File: src/rtl/planar_pose_dead_reckoning_macros.svh
// ----------------------------------------------------------------------------
// planar pose dead reckoning assertion macros
// Concurrent assertion wrappers; defining ASSERT_OFF compiles them away.
// ----------------------------------------------------------------------------
`ifndef PLANAR_POSE_DEAD_RECKONING_MACROS_SVH
`define PLANAR_POSE_DEAD_RECKONING_MACROS_SVH

`ifndef ASSERT_OFF

// same-cycle implication
`define PDR_ASSERT_IMPLY(label, clk, rst, ante, cons, msg) \
   label: assert property (@(posedge clk) disable iff (rst) (ante) |-> (cons)) \
      else $error(msg);

// next-cycle implication
`define PDR_ASSERT_NEXT(label, clk, rst, ante, cons, msg) \
   label: assert property (@(posedge clk) disable iff (rst) (ante) |=> (cons)) \
      else $error(msg);

`else

`define PDR_ASSERT_IMPLY(label, clk, rst, ante, cons, msg)
`define PDR_ASSERT_NEXT(label, clk, rst, ante, cons, msg)

`endif

`endif

File: src/rtl/pdr_pkg.sv
// ----------------------------------------------------------------------------
// pdr_pkg
// Types, constants and the control store of the planar pose dead reckoning
// block.
// ----------------------------------------------------------------------------
package pdr_pkg;

   // default parameter values
   localparam int CORDIC_STEPS_DEF   = 16;
   localparam int POSITION_WIDTH_DEF = 32;

   // cordic arithmetic
   localparam int ATAN_ENTRIES = 24;
   localparam int ATAN_IDX_W   = 5;
   localparam int X_W          = 34;   // cordic x/y, q.30 with headroom
   localparam int Z_W          = 33;   // residual angle, 2^-32 turn units
   localparam int FRAC_Q       = 30;
   localparam int DELTA_W      = 16;
   localparam int ACC_W        = X_W + DELTA_W;
   localparam logic signed [X_W-1:0] CORDIC_GAIN_Q30 = X_W'(652032874);

   localparam logic [31:0] ATAN_TURN32 [ATAN_ENTRIES] = '{
      32'd536870912, 32'd316933406, 32'd167458907, 32'd85004756,
      32'd42667331,  32'd21354465,  32'd10679838,  32'd5340245,
      32'd2670163,   32'd1335087,   32'd667544,    32'd333772,
      32'd166886,    32'd83443,     32'd41722,     32'd20861,
      32'd10430,     32'd5215,      32'd2608,      32'd1304,
      32'd652,       32'd326,       32'd163,       32'd81
   };

   // quadrant of the heading
   typedef enum logic [1:0] {
      QUAD_0, QUAD_90, QUAD_180, QUAD_270
   } quad_type;

   // channel payloads
   typedef struct packed {
      logic                      run_start;
      logic signed [DELTA_W-1:0] delta_x;
      logic signed [DELTA_W-1:0] delta_y;
      logic signed [15:0]        delta_heading;
   } req_payload_type;

   typedef struct packed {
      logic signed [31:0] pose_x;
      logic signed [31:0] pose_y;
      logic signed [15:0] pose_heading;
      logic               saturated;
   } rsp_payload_type;

   // cordic unit control and status
   typedef struct packed {
      logic load;
      logic iter;
      logic quad;
   } cordic_ctl_type;

   typedef struct packed {
      logic last;
   } cordic_sts_type;

   // control word fields
   typedef enum logic [0:0] { MA_COS, MA_SIN } mul_a_type;
   typedef enum logic [0:0] { MB_DX, MB_DY } mul_b_type;
   typedef enum logic [1:0] { ACC_HOLD, ACC_LOAD_RND, ACC_ADD, ACC_SUB } acc_op_type;
   typedef enum logic [1:0] { PW_NONE, PW_X, PW_Y } pos_wr_type;
   typedef enum logic [2:0] {
      SEQ_NEXT, SEQ_ACCEPT, SEQ_LOOP, SEQ_OUT, SEQ_JUMP
   } seq_type;

   localparam int PC_W = 4;
   typedef logic [PC_W-1:0] pc_type;

   // control store addresses
   localparam pc_type UA_WAIT = 4'd0;
   localparam pc_type UA_ITER = 4'd1;
   localparam pc_type UA_QUAD = 4'd2;
   localparam pc_type UA_M1   = 4'd3;
   localparam pc_type UA_M2   = 4'd4;
   localparam pc_type UA_M3   = 4'd5;
   localparam pc_type UA_M4   = 4'd6;
   localparam pc_type UA_M5   = 4'd7;
   localparam pc_type UA_M6   = 4'd8;
   localparam pc_type UA_FIN  = 4'd9;

   typedef struct packed {
      logic           in_ready;
      cordic_ctl_type cordic;
      logic           mul_en;
      mul_a_type      mul_a;
      mul_b_type      mul_b;
      acc_op_type     acc_op;
      pos_wr_type     pos_wr;
      logic           out_wr;
      seq_type        seq;
      pc_type         target;
   } ucode_word_type;

   // control store: one word per step
   function automatic ucode_word_type ucode_rom(input pc_type pc);
      ucode_word_type w;
      w = '0;
      unique case (pc)
         UA_WAIT: begin
            w.in_ready    = 1'b1;
            w.cordic.load = 1'b1;
            w.seq         = SEQ_ACCEPT;
         end
         UA_ITER: begin
            w.cordic.iter = 1'b1;
            w.seq         = SEQ_LOOP;
            w.target      = UA_ITER;
         end
         UA_QUAD: begin
            w.cordic.quad = 1'b1;
         end
         UA_M1: begin
            w.mul_en = 1'b1;
            w.mul_a  = MA_COS;
            w.mul_b  = MB_DX;
         end
         UA_M2: begin
            w.acc_op = ACC_LOAD_RND;
            w.mul_en = 1'b1;
            w.mul_a  = MA_SIN;
            w.mul_b  = MB_DY;
         end
         UA_M3: begin
            w.acc_op = ACC_SUB;
            w.mul_en = 1'b1;
            w.mul_a  = MA_SIN;
            w.mul_b  = MB_DX;
         end
         UA_M4: begin
            w.pos_wr = PW_X;
            w.acc_op = ACC_LOAD_RND;
            w.mul_en = 1'b1;
            w.mul_a  = MA_COS;
            w.mul_b  = MB_DY;
         end
         UA_M5: begin
            w.acc_op = ACC_ADD;
         end
         UA_M6: begin
            w.pos_wr = PW_Y;
         end
         UA_FIN: begin
            w.out_wr = 1'b1;
            w.seq    = SEQ_OUT;
            w.target = UA_WAIT;
         end
         default: begin
            w.seq    = SEQ_JUMP;
            w.target = UA_WAIT;
         end
      endcase
      return w;
   endfunction

endpackage

File: src/rtl/pdr_if.sv
// ----------------------------------------------------------------------------
// pdr channel interfaces
// Valid/ready channels for odometry increments and pose results.
// ----------------------------------------------------------------------------
interface pdr_req_if;
   logic                     valid;
   logic                     ready;
   pdr_pkg::req_payload_type payload;

   modport source (output valid, output payload, input ready);
   modport sink   (input valid, input payload, output ready);
endinterface

interface pdr_rsp_if;
   logic                     valid;
   logic                     ready;
   pdr_pkg::rsp_payload_type payload;

   modport source (output valid, output payload, input ready);
   modport sink   (input valid, input payload, output ready);
endinterface

File: src/rtl/pdr_cordic.sv
// ----------------------------------------------------------------------------
// pdr_cordic
// Rotation-mode cordic, one iteration per cycle, with quadrant fold-back.
// ----------------------------------------------------------------------------
module pdr_cordic #(
   parameter int CORDIC_STEPS = pdr_pkg::CORDIC_STEPS_DEF
) (
   input  logic                              clock,
   input  logic                              reset,
   input  pdr_pkg::cordic_ctl_type           ctl,
   input  logic [15:0]                       heading,
   output pdr_pkg::cordic_sts_type           sts,
   output logic signed [pdr_pkg::X_W-1:0]    cos_q30,
   output logic signed [pdr_pkg::X_W-1:0]    sin_q30
);

   localparam int N     = (CORDIC_STEPS < pdr_pkg::ATAN_ENTRIES) ?
                          CORDIC_STEPS : pdr_pkg::ATAN_ENTRIES;
   localparam int CNT_W = (N > 1) ? $clog2(N) : 1;
   localparam logic [CNT_W-1:0] LAST = CNT_W'(N - 1);

   logic signed [pdr_pkg::X_W-1:0] x_ff, x_in, y_ff, y_in;
   logic signed [pdr_pkg::Z_W-1:0] z_ff, z_in;
   logic signed [pdr_pkg::X_W-1:0] c_ff, c_in, s_ff, s_in;
   logic [CNT_W-1:0]               cnt_ff, cnt_in;
   pdr_pkg::quad_type              q_ff, q_in;

   logic [15:0]                    hsum;
   logic signed [13:0]             resid;
   logic signed [pdr_pkg::X_W-1:0] xs, ys;
   logic signed [pdr_pkg::Z_W-1:0] atan_z;

   // nearest quadrant and residual angle
   assign hsum  = heading + 16'h2000;
   assign resid = {~hsum[13], hsum[12:0]};

   // shifted terms and table angle for this iteration
   assign xs     = x_ff >>> cnt_ff;
   assign ys     = y_ff >>> cnt_ff;
   assign atan_z = pdr_pkg::Z_W'(pdr_pkg::ATAN_TURN32[pdr_pkg::ATAN_IDX_W'(cnt_ff)]);

   assign sts.last = (cnt_ff == LAST);

   // iteration datapath
   always_comb begin
      x_in   = x_ff;
      y_in   = y_ff;
      z_in   = z_ff;
      cnt_in = cnt_ff;
      q_in   = q_ff;
      c_in   = c_ff;
      s_in   = s_ff;
      if (ctl.load) begin
         x_in   = pdr_pkg::CORDIC_GAIN_Q30;
         y_in   = '0;
         z_in   = pdr_pkg::Z_W'(resid) <<< 16;
         cnt_in = '0;
         q_in   = pdr_pkg::quad_type'(hsum[15:14]);
      end else if (ctl.iter) begin
         if (!z_ff[pdr_pkg::Z_W-1]) begin
            x_in = x_ff - ys;
            y_in = y_ff + xs;
            z_in = z_ff - atan_z;
         end else begin
            x_in = x_ff + ys;
            y_in = y_ff - xs;
            z_in = z_ff + atan_z;
         end
         if (!sts.last) begin
            cnt_in = cnt_ff + 1'b1;
         end
      end
      if (ctl.quad) begin
         unique case (q_ff)
            pdr_pkg::QUAD_0: begin
               c_in = x_ff;
               s_in = y_ff;
            end
            pdr_pkg::QUAD_90: begin
               c_in = -y_ff;
               s_in = x_ff;
            end
            pdr_pkg::QUAD_180: begin
               c_in = -x_ff;
               s_in = -y_ff;
            end
            default: begin
               c_in = y_ff;
               s_in = -x_ff;
            end
         endcase
      end
   end

   // iteration counter
   always_ff @(posedge clock) begin
      if (reset) begin
         cnt_ff <= '0;
      end else begin
         cnt_ff <= cnt_in;
      end
   end

   // vector, angle and result registers
   always_ff @(posedge clock) begin
      x_ff <= x_in;
      y_ff <= y_in;
      z_ff <= z_in;
      q_ff <= q_in;
      c_ff <= c_in;
      s_ff <= s_in;
   end

   assign cos_q30 = c_ff;
   assign sin_q30 = s_ff;

endmodule

File: src/rtl/planar_pose_dead_reckoning.sv
// ----------------------------------------------------------------------------
// planar_pose_dead_reckoning
// Integrates robot-frame odometry steps into a global planar pose.
// ----------------------------------------------------------------------------
// channel   dir  contents
// req_chan  in   run_start, delta_x, delta_y, delta_heading
// rsp_chan  out  pose_x, pose_y, pose_heading, saturated
//
// An item runs through the cordic iterations, the quadrant, multiply and
// final steps before its result is valid, and the next item is taken only
// at the wait step. The cordic iterations run one per cycle and the four
// products share one multiplier, all stepped by the control store.
// Reset clears the pose to the origin and returns the sequencer to its wait
// step. A result held by rsp_chan stalls the final step until it is taken.
// ----------------------------------------------------------------------------
`include "planar_pose_dead_reckoning_macros.svh"

module planar_pose_dead_reckoning #(
   parameter int CORDIC_STEPS   = pdr_pkg::CORDIC_STEPS_DEF,
   parameter int POSITION_WIDTH = pdr_pkg::POSITION_WIDTH_DEF
) (
   input logic       clock,
   input logic       reset,
   pdr_req_if.sink   req_chan,
   pdr_rsp_if.source rsp_chan
);

   localparam int ACC_W = pdr_pkg::ACC_W;
   localparam int MX_W  = ACC_W - pdr_pkg::FRAC_Q;
   localparam int SUM_W = (POSITION_WIDTH > 34) ? POSITION_WIDTH : 34;
   localparam logic signed [SUM_W-1:0] POS_HI = SUM_W'({(POSITION_WIDTH-1){1'b1}});
   localparam logic signed [SUM_W-1:0] POS_LO = ~POS_HI;
   localparam logic signed [ACC_W-1:0] ROUND_HALF =
      ACC_W'(64'd1 << (pdr_pkg::FRAC_Q - 1));

   // sequencer
   pdr_pkg::pc_type         pc_ff, pc_in;
   pdr_pkg::ucode_word_type ucode;
   logic                    accept;
   logic                    slot_free;

   // cordic unit
   pdr_pkg::cordic_ctl_type        cordic_ctl;
   pdr_pkg::cordic_sts_type        cordic_sts;
   logic [15:0]                    rot_heading;
   logic signed [pdr_pkg::X_W-1:0] cos_q30, sin_q30;

   // item and pose
   logic signed [pdr_pkg::DELTA_W-1:0] dx_ff, dy_ff;
   logic [15:0]                        dh_ff;
   logic signed [31:0]                 pos_x_ff, pos_y_ff;
   logic [15:0]                        heading_ff;
   logic                               hit_ff;

   // multiply-accumulate
   logic signed [pdr_pkg::X_W-1:0]     mul_a;
   logic signed [pdr_pkg::DELTA_W-1:0] mul_b;
   logic signed [ACC_W-1:0]            prod_ff, prod_in, acc_ff, acc_in;
   logic signed [MX_W-1:0]             mx;

   // position update
   logic signed [31:0]      pos_sel;
   logic signed [SUM_W-1:0] sum, clipped;
   logic                    clip_hit;

   // result register
   logic                     rsp_valid_ff;
   pdr_pkg::rsp_payload_type rsp_payload_ff;

   // control word fetch
   assign ucode          = pdr_pkg::ucode_rom(pc_ff);
   assign req_chan.ready = ucode.in_ready && !reset;
   assign accept         = req_chan.valid && req_chan.ready;
   assign slot_free      = !rsp_valid_ff || rsp_chan.ready;

   // next step
   always_comb begin
      pc_in = pc_ff;
      unique case (ucode.seq)
         pdr_pkg::SEQ_NEXT:   pc_in = pc_ff + 1'b1;
         pdr_pkg::SEQ_ACCEPT: pc_in = accept ? pc_ff + 1'b1 : pc_ff;
         pdr_pkg::SEQ_LOOP:   pc_in = cordic_sts.last ? pc_ff + 1'b1 : ucode.target;
         pdr_pkg::SEQ_OUT:    pc_in = slot_free ? ucode.target : pc_ff;
         default:             pc_in = ucode.target;
      endcase
   end

   always_ff @(posedge clock) begin
      if (reset) begin
         pc_ff <= pdr_pkg::UA_WAIT;
      end else begin
         pc_ff <= pc_in;
      end
   end

   // cordic control, heading cleared by a run start
   always_comb begin
      cordic_ctl      = ucode.cordic;
      cordic_ctl.load = ucode.cordic.load && accept;
   end
   assign rot_heading = req_chan.payload.run_start ? 16'h0000 : heading_ff;

   pdr_cordic #(
      .CORDIC_STEPS (CORDIC_STEPS)
   ) u_cordic (
      .clock   (clock),
      .reset   (reset),
      .ctl     (cordic_ctl),
      .heading (rot_heading),
      .sts     (cordic_sts),
      .cos_q30 (cos_q30),
      .sin_q30 (sin_q30)
   );

   // shared multiplier
   assign mul_a   = (ucode.mul_a == pdr_pkg::MA_COS) ? cos_q30 : sin_q30;
   assign mul_b   = (ucode.mul_b == pdr_pkg::MB_DX) ? dx_ff : dy_ff;
   assign prod_in = mul_a * mul_b;

   // accumulator
   always_comb begin
      acc_in = acc_ff;
      case (ucode.acc_op)
         pdr_pkg::ACC_LOAD_RND: acc_in = prod_ff + ROUND_HALF;
         pdr_pkg::ACC_ADD:      acc_in = acc_ff + prod_ff;
         pdr_pkg::ACC_SUB:      acc_in = acc_ff - prod_ff;
         default:               acc_in = acc_ff;
      endcase
   end

   always_ff @(posedge clock) begin
      if (ucode.mul_en) begin
         prod_ff <= prod_in;
      end
      acc_ff <= acc_in;
   end

   // rounded step, added and clipped to the position range
   assign mx      = acc_ff[ACC_W-1:pdr_pkg::FRAC_Q];
   assign pos_sel = (ucode.pos_wr == pdr_pkg::PW_Y) ? pos_y_ff : pos_x_ff;
   assign sum     = SUM_W'(pos_sel) + SUM_W'(mx);

   always_comb begin
      clipped  = sum;
      clip_hit = 1'b0;
      if (sum > POS_HI) begin
         clipped  = POS_HI;
         clip_hit = 1'b1;
      end else if (sum < POS_LO) begin
         clipped  = POS_LO;
         clip_hit = 1'b1;
      end
   end

   // item capture and pose state
   always_ff @(posedge clock) begin
      if (reset) begin
         pos_x_ff   <= '0;
         pos_y_ff   <= '0;
         heading_ff <= '0;
         hit_ff     <= 1'b0;
      end else begin
         if (accept) begin
            hit_ff <= 1'b0;
            if (req_chan.payload.run_start) begin
               pos_x_ff   <= '0;
               pos_y_ff   <= '0;
               heading_ff <= '0;
            end
         end
         if (ucode.pos_wr == pdr_pkg::PW_X) begin
            pos_x_ff <= clipped[31:0];
            hit_ff   <= hit_ff | clip_hit;
         end else if (ucode.pos_wr == pdr_pkg::PW_Y) begin
            pos_y_ff <= clipped[31:0];
            hit_ff   <= hit_ff | clip_hit;
         end
         if (ucode.out_wr && slot_free) begin
            heading_ff <= heading_ff + dh_ff;
         end
      end
   end

   always_ff @(posedge clock) begin
      if (accept) begin
         dx_ff <= req_chan.payload.delta_x;
         dy_ff <= req_chan.payload.delta_y;
         dh_ff <= req_chan.payload.delta_heading;
      end
   end

   // result register
   always_ff @(posedge clock) begin
      if (reset) begin
         rsp_valid_ff <= 1'b0;
      end else if (ucode.out_wr && slot_free) begin
         rsp_valid_ff <= 1'b1;
      end else if (rsp_chan.ready) begin
         rsp_valid_ff <= 1'b0;
      end
   end

   always_ff @(posedge clock) begin
      if (ucode.out_wr && slot_free) begin
         rsp_payload_ff.pose_x       <= pos_x_ff;
         rsp_payload_ff.pose_y       <= pos_y_ff;
         rsp_payload_ff.pose_heading <= heading_ff + dh_ff;
         rsp_payload_ff.saturated    <= hit_ff;
      end
   end

   assign rsp_chan.valid   = rsp_valid_ff;
   assign rsp_chan.payload = rsp_payload_ff;

   // assertions
   `PDR_ASSERT_NEXT(a_accept_starts, clock, reset, accept, pc_ff == pdr_pkg::UA_ITER, "accepted item did not start the cordic pass")
   `PDR_ASSERT_IMPLY(a_iter_done, clock, reset, pc_ff == pdr_pkg::UA_QUAD, cordic_sts.last, "quadrant step before the last cordic iteration")
   `PDR_ASSERT_NEXT(a_heading_hold, clock, reset, !(ucode.out_wr && slot_free) && !(accept && req_chan.payload.run_start), $stable(heading_ff), "heading moved outside result write or run start")

endmodule
File: src/flat_wrapper.sv
// flat-port wrapper written by rule: the top's interface ports become plain ports
module planar_pose_dead_reckoning_flat 
#(
   parameter int CORDIC_STEPS   = pdr_pkg::CORDIC_STEPS_DEF,
   parameter int POSITION_WIDTH = pdr_pkg::POSITION_WIDTH_DEF
)
  (clock, reset, req_chan_valid, req_chan_payload, req_chan_ready, rsp_chan_valid, rsp_chan_payload, rsp_chan_ready);
  pdr_req_if req_chan_i ();
  pdr_rsp_if rsp_chan_i ();
  input logic clock;
  input logic reset;
  input wire logic [$bits(req_chan_i.valid)-1:0] req_chan_valid;
  input wire logic [$bits(req_chan_i.payload)-1:0] req_chan_payload;
  output wire logic [$bits(req_chan_i.ready)-1:0] req_chan_ready;
  output wire logic [$bits(rsp_chan_i.valid)-1:0] rsp_chan_valid;
  output wire logic [$bits(rsp_chan_i.payload)-1:0] rsp_chan_payload;
  input wire logic [$bits(rsp_chan_i.ready)-1:0] rsp_chan_ready;
  assign req_chan_i.valid = req_chan_valid;
  assign req_chan_i.payload = req_chan_payload;
  assign req_chan_ready = req_chan_i.ready;
  assign rsp_chan_valid = rsp_chan_i.valid;
  assign rsp_chan_payload = rsp_chan_i.payload;
  assign rsp_chan_i.ready = rsp_chan_ready;
  planar_pose_dead_reckoning #(.CORDIC_STEPS(CORDIC_STEPS), .POSITION_WIDTH(POSITION_WIDTH)) u_core (.clock(clock), .reset(reset), .req_chan(req_chan_i), .rsp_chan(rsp_chan_i));
endmodule
File: config.mk
export PLATFORM = sky130hd
export DESIGN_NAME = planar_pose_dead_reckoning_flat
export DESIGN_NICKNAME = d
export VERILOG_FILES = /design/src/rtl/pdr_pkg.sv /design/src/rtl/pdr_if.sv /design/src/rtl/pdr_cordic.sv /design/src/rtl/planar_pose_dead_reckoning.sv /design/src/flat_wrapper.sv
export VERILOG_INCLUDE_DIRS = /design/src /design/src/rtl
export SDC_FILE = /design/constraint.sdc
export NUM_CORES = 2
export LEC_CHECK = 0
export BUFFER_PORTS_ARGS = -buffer_cell sky130_fd_sc_hd__buf_4
export CORE_MARGIN = 2
export CORE_UTILIZATION = 59
export DETAILED_ROUTE_END_ITERATION = 6
export HOLD_SLACK_MARGIN = 0.15
export PLACE_DENSITY = 0.82
export SLEW_MARGIN = 10
export SYNTH_ARGS = -nofsm -noshare
export SYNTH_HDL_FRONTEND = slang
export SYNTH_SLANG_ARGS = --single-unit
File: constraint.sdc
create_clock -name clock -period 7.9 [get_ports clock]
set_clock_uncertainty 0.2 [all_clocks]
set_input_delay 0.395 -clock clock [delete_from_list [all_inputs] [get_ports clock]]
set_output_delay 0.395 -clock clock [all_outputs]
set_load 0.01 [all_outputs]
==> Word level (Yosys, flattened, before mapping) <==
Memory sizes are Yosys's and may differ from the RTL's.
Index checks and enable logic that the tools add are counted.
{ "op_classes": {"add_sub_neg": 16, "multipliers": 1, "order_cmp": 3, "n_eq_ne": 22, "shift": 2, "muxes": 45, "n_bitwise": 4, "n_reduce_logical": 23} }
{ "ops": {"columns": ["operator", "count"], "rows": [
  ["32-bit 2-to-1 mux", 12],
  ["34-bit one-hot mux with 3 select lines", 2],
  ["50-bit one-hot mux with 3 select lines", 1],
  ["34-bit 2-to-1 mux", 3],
  ["33-bit 2-to-1 mux", 3],
  ["34-bit adder", 2],
  ["34-bit negation", 2],
  ["34-bit by 4-bit >>> shifter with 34-bit output", 2],
  ["34-bit subtractor", 2],
  ["16-bit 2-to-1 mux", 4],
  ["50-bit by 31-bit adder with 50-bit output, second input constant", 1],
  ["50-bit adder", 1],
  ["34-bit by 16-bit multiplier with 50-bit output", 1],
  ["50-bit subtractor", 1],
  ["32-bit by 20-bit adder with 33-bit output", 1],
  ["33-bit adder", 1],
  ["33-bit by 32-bit greater-than comparator with 1-bit output, second input constant", 1],
  ["33-bit by 32-bit less-than comparator with 1-bit output, second input constant", 1],
  ["33-bit subtractor", 1],
  ["3-bit one-hot mux with 4 select lines", 2],
  ["16-bit by 14-bit adder with 16-bit output, second input constant", 1],
  ["16-bit adder", 1],
  ["4-bit by 3-bit == test with 1-bit output, second input constant", 4],
  ["4-bit one-hot mux with 4 select lines", 1],
  ["other kinds (29)", 65]
]} }
{ "word_totals": {"reg_bits": 490, "rom_bits": 1024, "output_inout_bits": 83, "memories": 1} }
{ "mem_list": {"columns": ["name", "words", "word_bits", "rd", "rd_clocked_by_memory_dff", "write_ports", "line", "rtl"], "rows": [
  ["(no name shown)", 32, 32, 1, 0, 0, "pdr_cordic.sv:40", "assign atan_z = pdr_pkg::Z_W'(pdr_pkg::ATAN_TURN32[pdr_pkg::ATAN_IDX_W'(cnt_ff)]);"]
]} }

==> Logic depth before layout (Yosys ltp) <==
{ "logic_depth": {"ltp_word": 11, "depth_mapped": 33} }

==> Hierarchy <==
Synthesis repeated with hierarchy kept, for this count alone.
{ "unflattened": {"hier_cells": 6326, "hier_area_um2": 56081.3} }
{ "by_module_without_submodules": {"columns": ["module", "n_inst", "cells_per_inst", "area_each_um2"], "rows": [
  ["planar_pose_dead_reckoning", 1, 3887, 36333.6],
  ["pdr_cordic", 1, 2439, 19747.7]
]} }

==> Worst setup path after synthesis <==
Ideal clock, no wire load.
{ "synth_timing": {"path_kind": "flip-flop to flip-flop", "from": "reg u_core.pc_ff[0]", "to": "reg u_core.prod_ff[48] (data pin)", "setup_time_ns": 0.262, "arrival_time_ns": 8.336, "setup_slack_ns": -0.897, "path_stages_with_launch": 32, "period_less_slack_ns": 8.797, "path_cell_list": "dfxtp_1 -> ha_1 -> clkbuf_1 -> o21a_1 -> clkbuf_1 -> clkbuf_1 -> clkbuf_1 -> mux2i_1 -> nor2_1 -> fa_1 -> inv_1 -> fa_1 -> fa_1 -> inv_1 -> fa_1 -> fa_1 -> inv_1 -> fa_1 -> inv_1 -> ha_1 -> clkbuf_1 -> and2_1 -> a311o_1 -> a221oi_1 -> o21a_1 -> o31ai_1 -> o21ai_0 -> o21ai_0 -> a41oi_1 -> nand2_1 -> a211oi_1 -> xnor2_1"} }
{ "synth_via": {"elab_chain_len": 4, "word_cells_on_any_way": 8} }
{ "synth_rtl": {"columns": ["element", "line", "rtl"], "rows": [
  ["from (decl)", "planar_pose_dead_reckoning.sv:37", "pdr_pkg::pc_type pc_ff, pc_in;"],
  ["from (signal assigned)", "planar_pose_dead_reckoning.sv:90", "pc_ff <= pdr_pkg::UA_WAIT;"],
  ["from (signal assigned)", "planar_pose_dead_reckoning.sv:92", "pc_ff <= pc_in;"],
  ["4-bit by 3-bit == test with 1-bit output / 4-bit by 2-bit == test with 1-bit output (equally long branches)", "pdr_pkg.sv:103", "unique case (pc)"],
  ["3-bit one-hot mux with 4 select lines *", "pdr_pkg.sv:103", null],
  ["34-bit 2-to-1 mux / 16-bit 2-to-1 mux (equally long branches)", "planar_pose_dead_reckoning.sv:116, planar_pose_dead_reckoning.sv:117", null],
  ["34-bit by 16-bit multiplier with 50-bit output *", "planar_pose_dead_reckoning.sv:118", "assign prod_in = mul_a * mul_b;"],
  ["via u_core.prod_in[48]", "planar_pose_dead_reckoning.sv:58", "logic signed [ACC_W-1:0] prod_ff, prod_in, acc_ff, acc_in;"],
  ["to (signal assigned)", "planar_pose_dead_reckoning.sv:133", "prod_ff <= prod_in;"],
  ["to (decl)", "planar_pose_dead_reckoning.sv:58", null]
]} }
The timed path passes the listed nets; every way through them passes the cells marked *.
A chain may end at the register's enable or synchronous reset.

==> Worst setup path after layout <==
{ "layout_timing": {"from": "reg u_core.pc_ff[0]", "to": "reg u_core.prod_ff[47] (data pin)"} }
The elaborated chain is that of the path after synthesis.

==> results_dict.tcl <==
set metrics [dict create \
    synth_warnings 0 \
    rsz0062_at_grt "yes" \
    slowest_delay_ps 560 \
    synth_top_area_cell "fa_1" \
    critPathKind "reg2reg" \
    cts-htree-levels 2 \
    crit_fanout 6 \
    start_util 0.595 \
    max-slew-margin-rel 0.175 \
    die_h_um 311 \
    track_usage 0.343 \
    io_pins 136 \
    nets 7505 \
    drive_above_1_share 0.154 \
    crit_path_start_kind "flip-flop" \
    drt_pre_antenna_iters 7 \
    slowest_stage "fa_1" \
    path_clk_slew_ps 70 \
    cpLargestDelayFamily "adder cells" \
    ys_top_cells_by_count "nand2_1 (804), inv_1 (683), nor2_1 (584)" \
    cp_num_buf_inv 8 \
    die_x_um 311 \
    grt_pass1_vias 47423 \
    crit_required_ps 8110 \
    cts_tree "done" \
    outcome "complete, but fails checks" \
    clockBufferDepth 3 \
    syn_area_per_cell_sq_um 8.84 \
    setup_tns_ps -351 \
    synth_cells 6268 \
    worst_slew_pin_slew_ps 1230 \
    portBuffers 135 \
    routabilityCongestion 1.03 \
    fin_ws_ps -114 \
    synth_top_area_frac 0.188 \
    grt_max_degree 123 \
    hpwlAfterDp_um 130000 \
    syn_to_final_growth_pct 15.1 \
    crit_path_end_kind "flip-flop" \
    worstHoldPathType "in2reg" \
    final-hold-violation-count 0 \
    drt_iter0_markers 5619 \
    cts_root_buffer "clkbuf_16" \
    drt_wl_total_um 170000 \
    fmax_mhz 125 \
    synth_area_sq_um 55400 \
    antenna_left 0 \
    yosys_register_bits 490 \
    arrival_ps 8220 \
    yosysSeqAreaShare 0.234 \
    path_common_cell "fa_1" \
    ys_types 107 \
    yosys_most_used_dff "edfxtp_1" \
    synth_fp_nets 7173 \
    wl_per_cell_um 21.5 \
    ys_top_cells_by_area "fa_1 (19%), edfxtp_1 (17%), ha_1 (7.5%)" \
    grt-ovfl-total 0 \
    finalSetupViolations 6 \
    synth-edff-count 316 \
    post-route-min-period_ps 8010 \
    vias_per_cell 6.13 \
    period_share 1.01 \
    drc_errors 1 \
    synth_most_common_cell "nand2_1" \
    worst_skew_pair.late_latency_ps 670 \
    core_sq_um 93200 \
    whs_ps 238 \
    cts_sinks 490 \
    slew_viol_final 0 \
    cap_violations 0 \
    violations "design-rule violations, negative setup slack" \
    cts_inserted_buffers 54 \
    ys_async_sr_fraction 0 \
    grt_pass1_wl_um 263000 \
    antenna_found_initial 4 \
    rows 112 \
    vias 48389 \
    design.die.area_sq_um 96400 \
]
-- layer usage --
metal	track usage	wire, um	part of all wire
met1	0.446	65700	0.39
met2	0.552	78200	0.46
met3	0.0740	17800	0.10
met4	0.147	8500	0.050
met5	0	19	0.00011
-- logic make-up (layout without fill, tap and decap cells) --
family                   after synthesis  count (layout)  synth area share
XOR/XNOR                             479             479            0.0757
flip-flops                           490             490             0.234
other                                  0               1                 0
buffers and inverters               1001            1377            0.0702
AND/OR/NAND/NOR                     1855            1855             0.146
multiplexers                         291             292            0.0652
AO/OA/AOI/OAI                       1299            1299             0.146
adder cells (fa/ha/maj)              853             853             0.263
-- flip-flops by register name, indices dropped and copies added, names as in the netlist, 32 cells and up --
register                 count
u_core.u_cordic.sin_q30     34
u_core.pos_y_ff             32
u_core.rsp_chan.payload     81
u_core.u_cordic.y_ff        34
u_core.pos_x_ff             32
u_core.u_cordic.cos_q30     34
u_core.acc_ff               50
u_core.prod_ff              50
u_core.u_cordic.x_ff        34
u_core.u_cordic.z_ff        33
-- layout by cell type, fill, tap and decap left out, types with 18 or more instances in the layout --
cell type	n
buf_6	28
inv_1	654
o211ai_1	32
nor2_1	556
and3_1	32
dlygate4sd3_1	53
xor2_1	177
nand4_1	28
nor2_2	29
ha_1	311
mux2_4	21
fa_2	18
o31ai_1	32
xnor2_1	297
nand2_1	791
and2_1	37
dfxtp_1	168
clkbuf_16	57
mux2_2	96
nand2b_1	54
nor2b_1	48
or3_1	41
nand3_1	77
fa_1	502
a21oi_1	389
a21o_1	138
a211oi_1	34
o21a_1	48
inv_2	27
mux2i_1	97
o21ai_0	332
buf_12	29
nor3_1	58
a31oi_1	43
mux4_2	42
buf_4	471
edfxtp_1	316
o21bai_1	37
mux2i_4	18
-- path summary, 6_finish.rpt --
path / to / startpoint / depth (start not counted) / slack (ps)
max: u_core.prod_ff[47]$_DFFE_PN_ / u_core.pc_ff[0]$_SDFFE_PP0P_ / 30 / -110
min: u_core.dh_ff[15]$_DFFE_PP_ / req_chan_payload[15] / 2 / 240
max reg2reg: u_core.prod_ff[47]$_DFFE_PN_ / u_core.pc_ff[0]$_SDFFE_PP0P_ / 30 / -110
min reg2reg: u_core.rsp_chan.payload[54]$_DFFE_PP_ / u_core.pos_x_ff[5]$_SDFFE_PP0P_ / 0 / 260
-- repair_timing --
action                                 4_1_cts  5_1_grt
endpoints found under the hold margin       79        0
pin swaps                                   89       93
buffers inserted                            28       25
gates cloned                                 4        2
hold buffers                                53        0
setup endpoints to repair                   14       15
resized for setup                          145       88
-- through the flow --
| step | util | setup slack, ps | std cells | area (sq um) |
|---|---|---|---|---|
| floorplan | - | 10.1 | 6268 | 55700 |
| global placement | 0.642 | -146 | 7690 | 59800 |
| detailed placement | 0.642 | -371 | 7690 | 59800 |
| CTS | 0.678 | -39.9 | 7873 | 63200 |
| global route | 0.685 | -357 | 7899 | 63800 |
| finish | 0.685 | -114 | 7900 | 63800 |
-- final cells by class --
cell class | instances | area (sq um)
Clock inverter | 31 | 447
Multi-Input combinational cell | 4778 | 39600
Fill cell | 7002 | 29400
Inverter | 687 | 2590
Antenna cell | 1 | 2.50
Sequential cell | 490 | 13000
Clock buffer | 70 | 1490
Tap cell | 1254 | 1570
Timing Repair Buffer | 589 | 5140
Power is not shown: default switching activity piles up to over one toggle a cycle in this logic, so the estimate is an artifact.
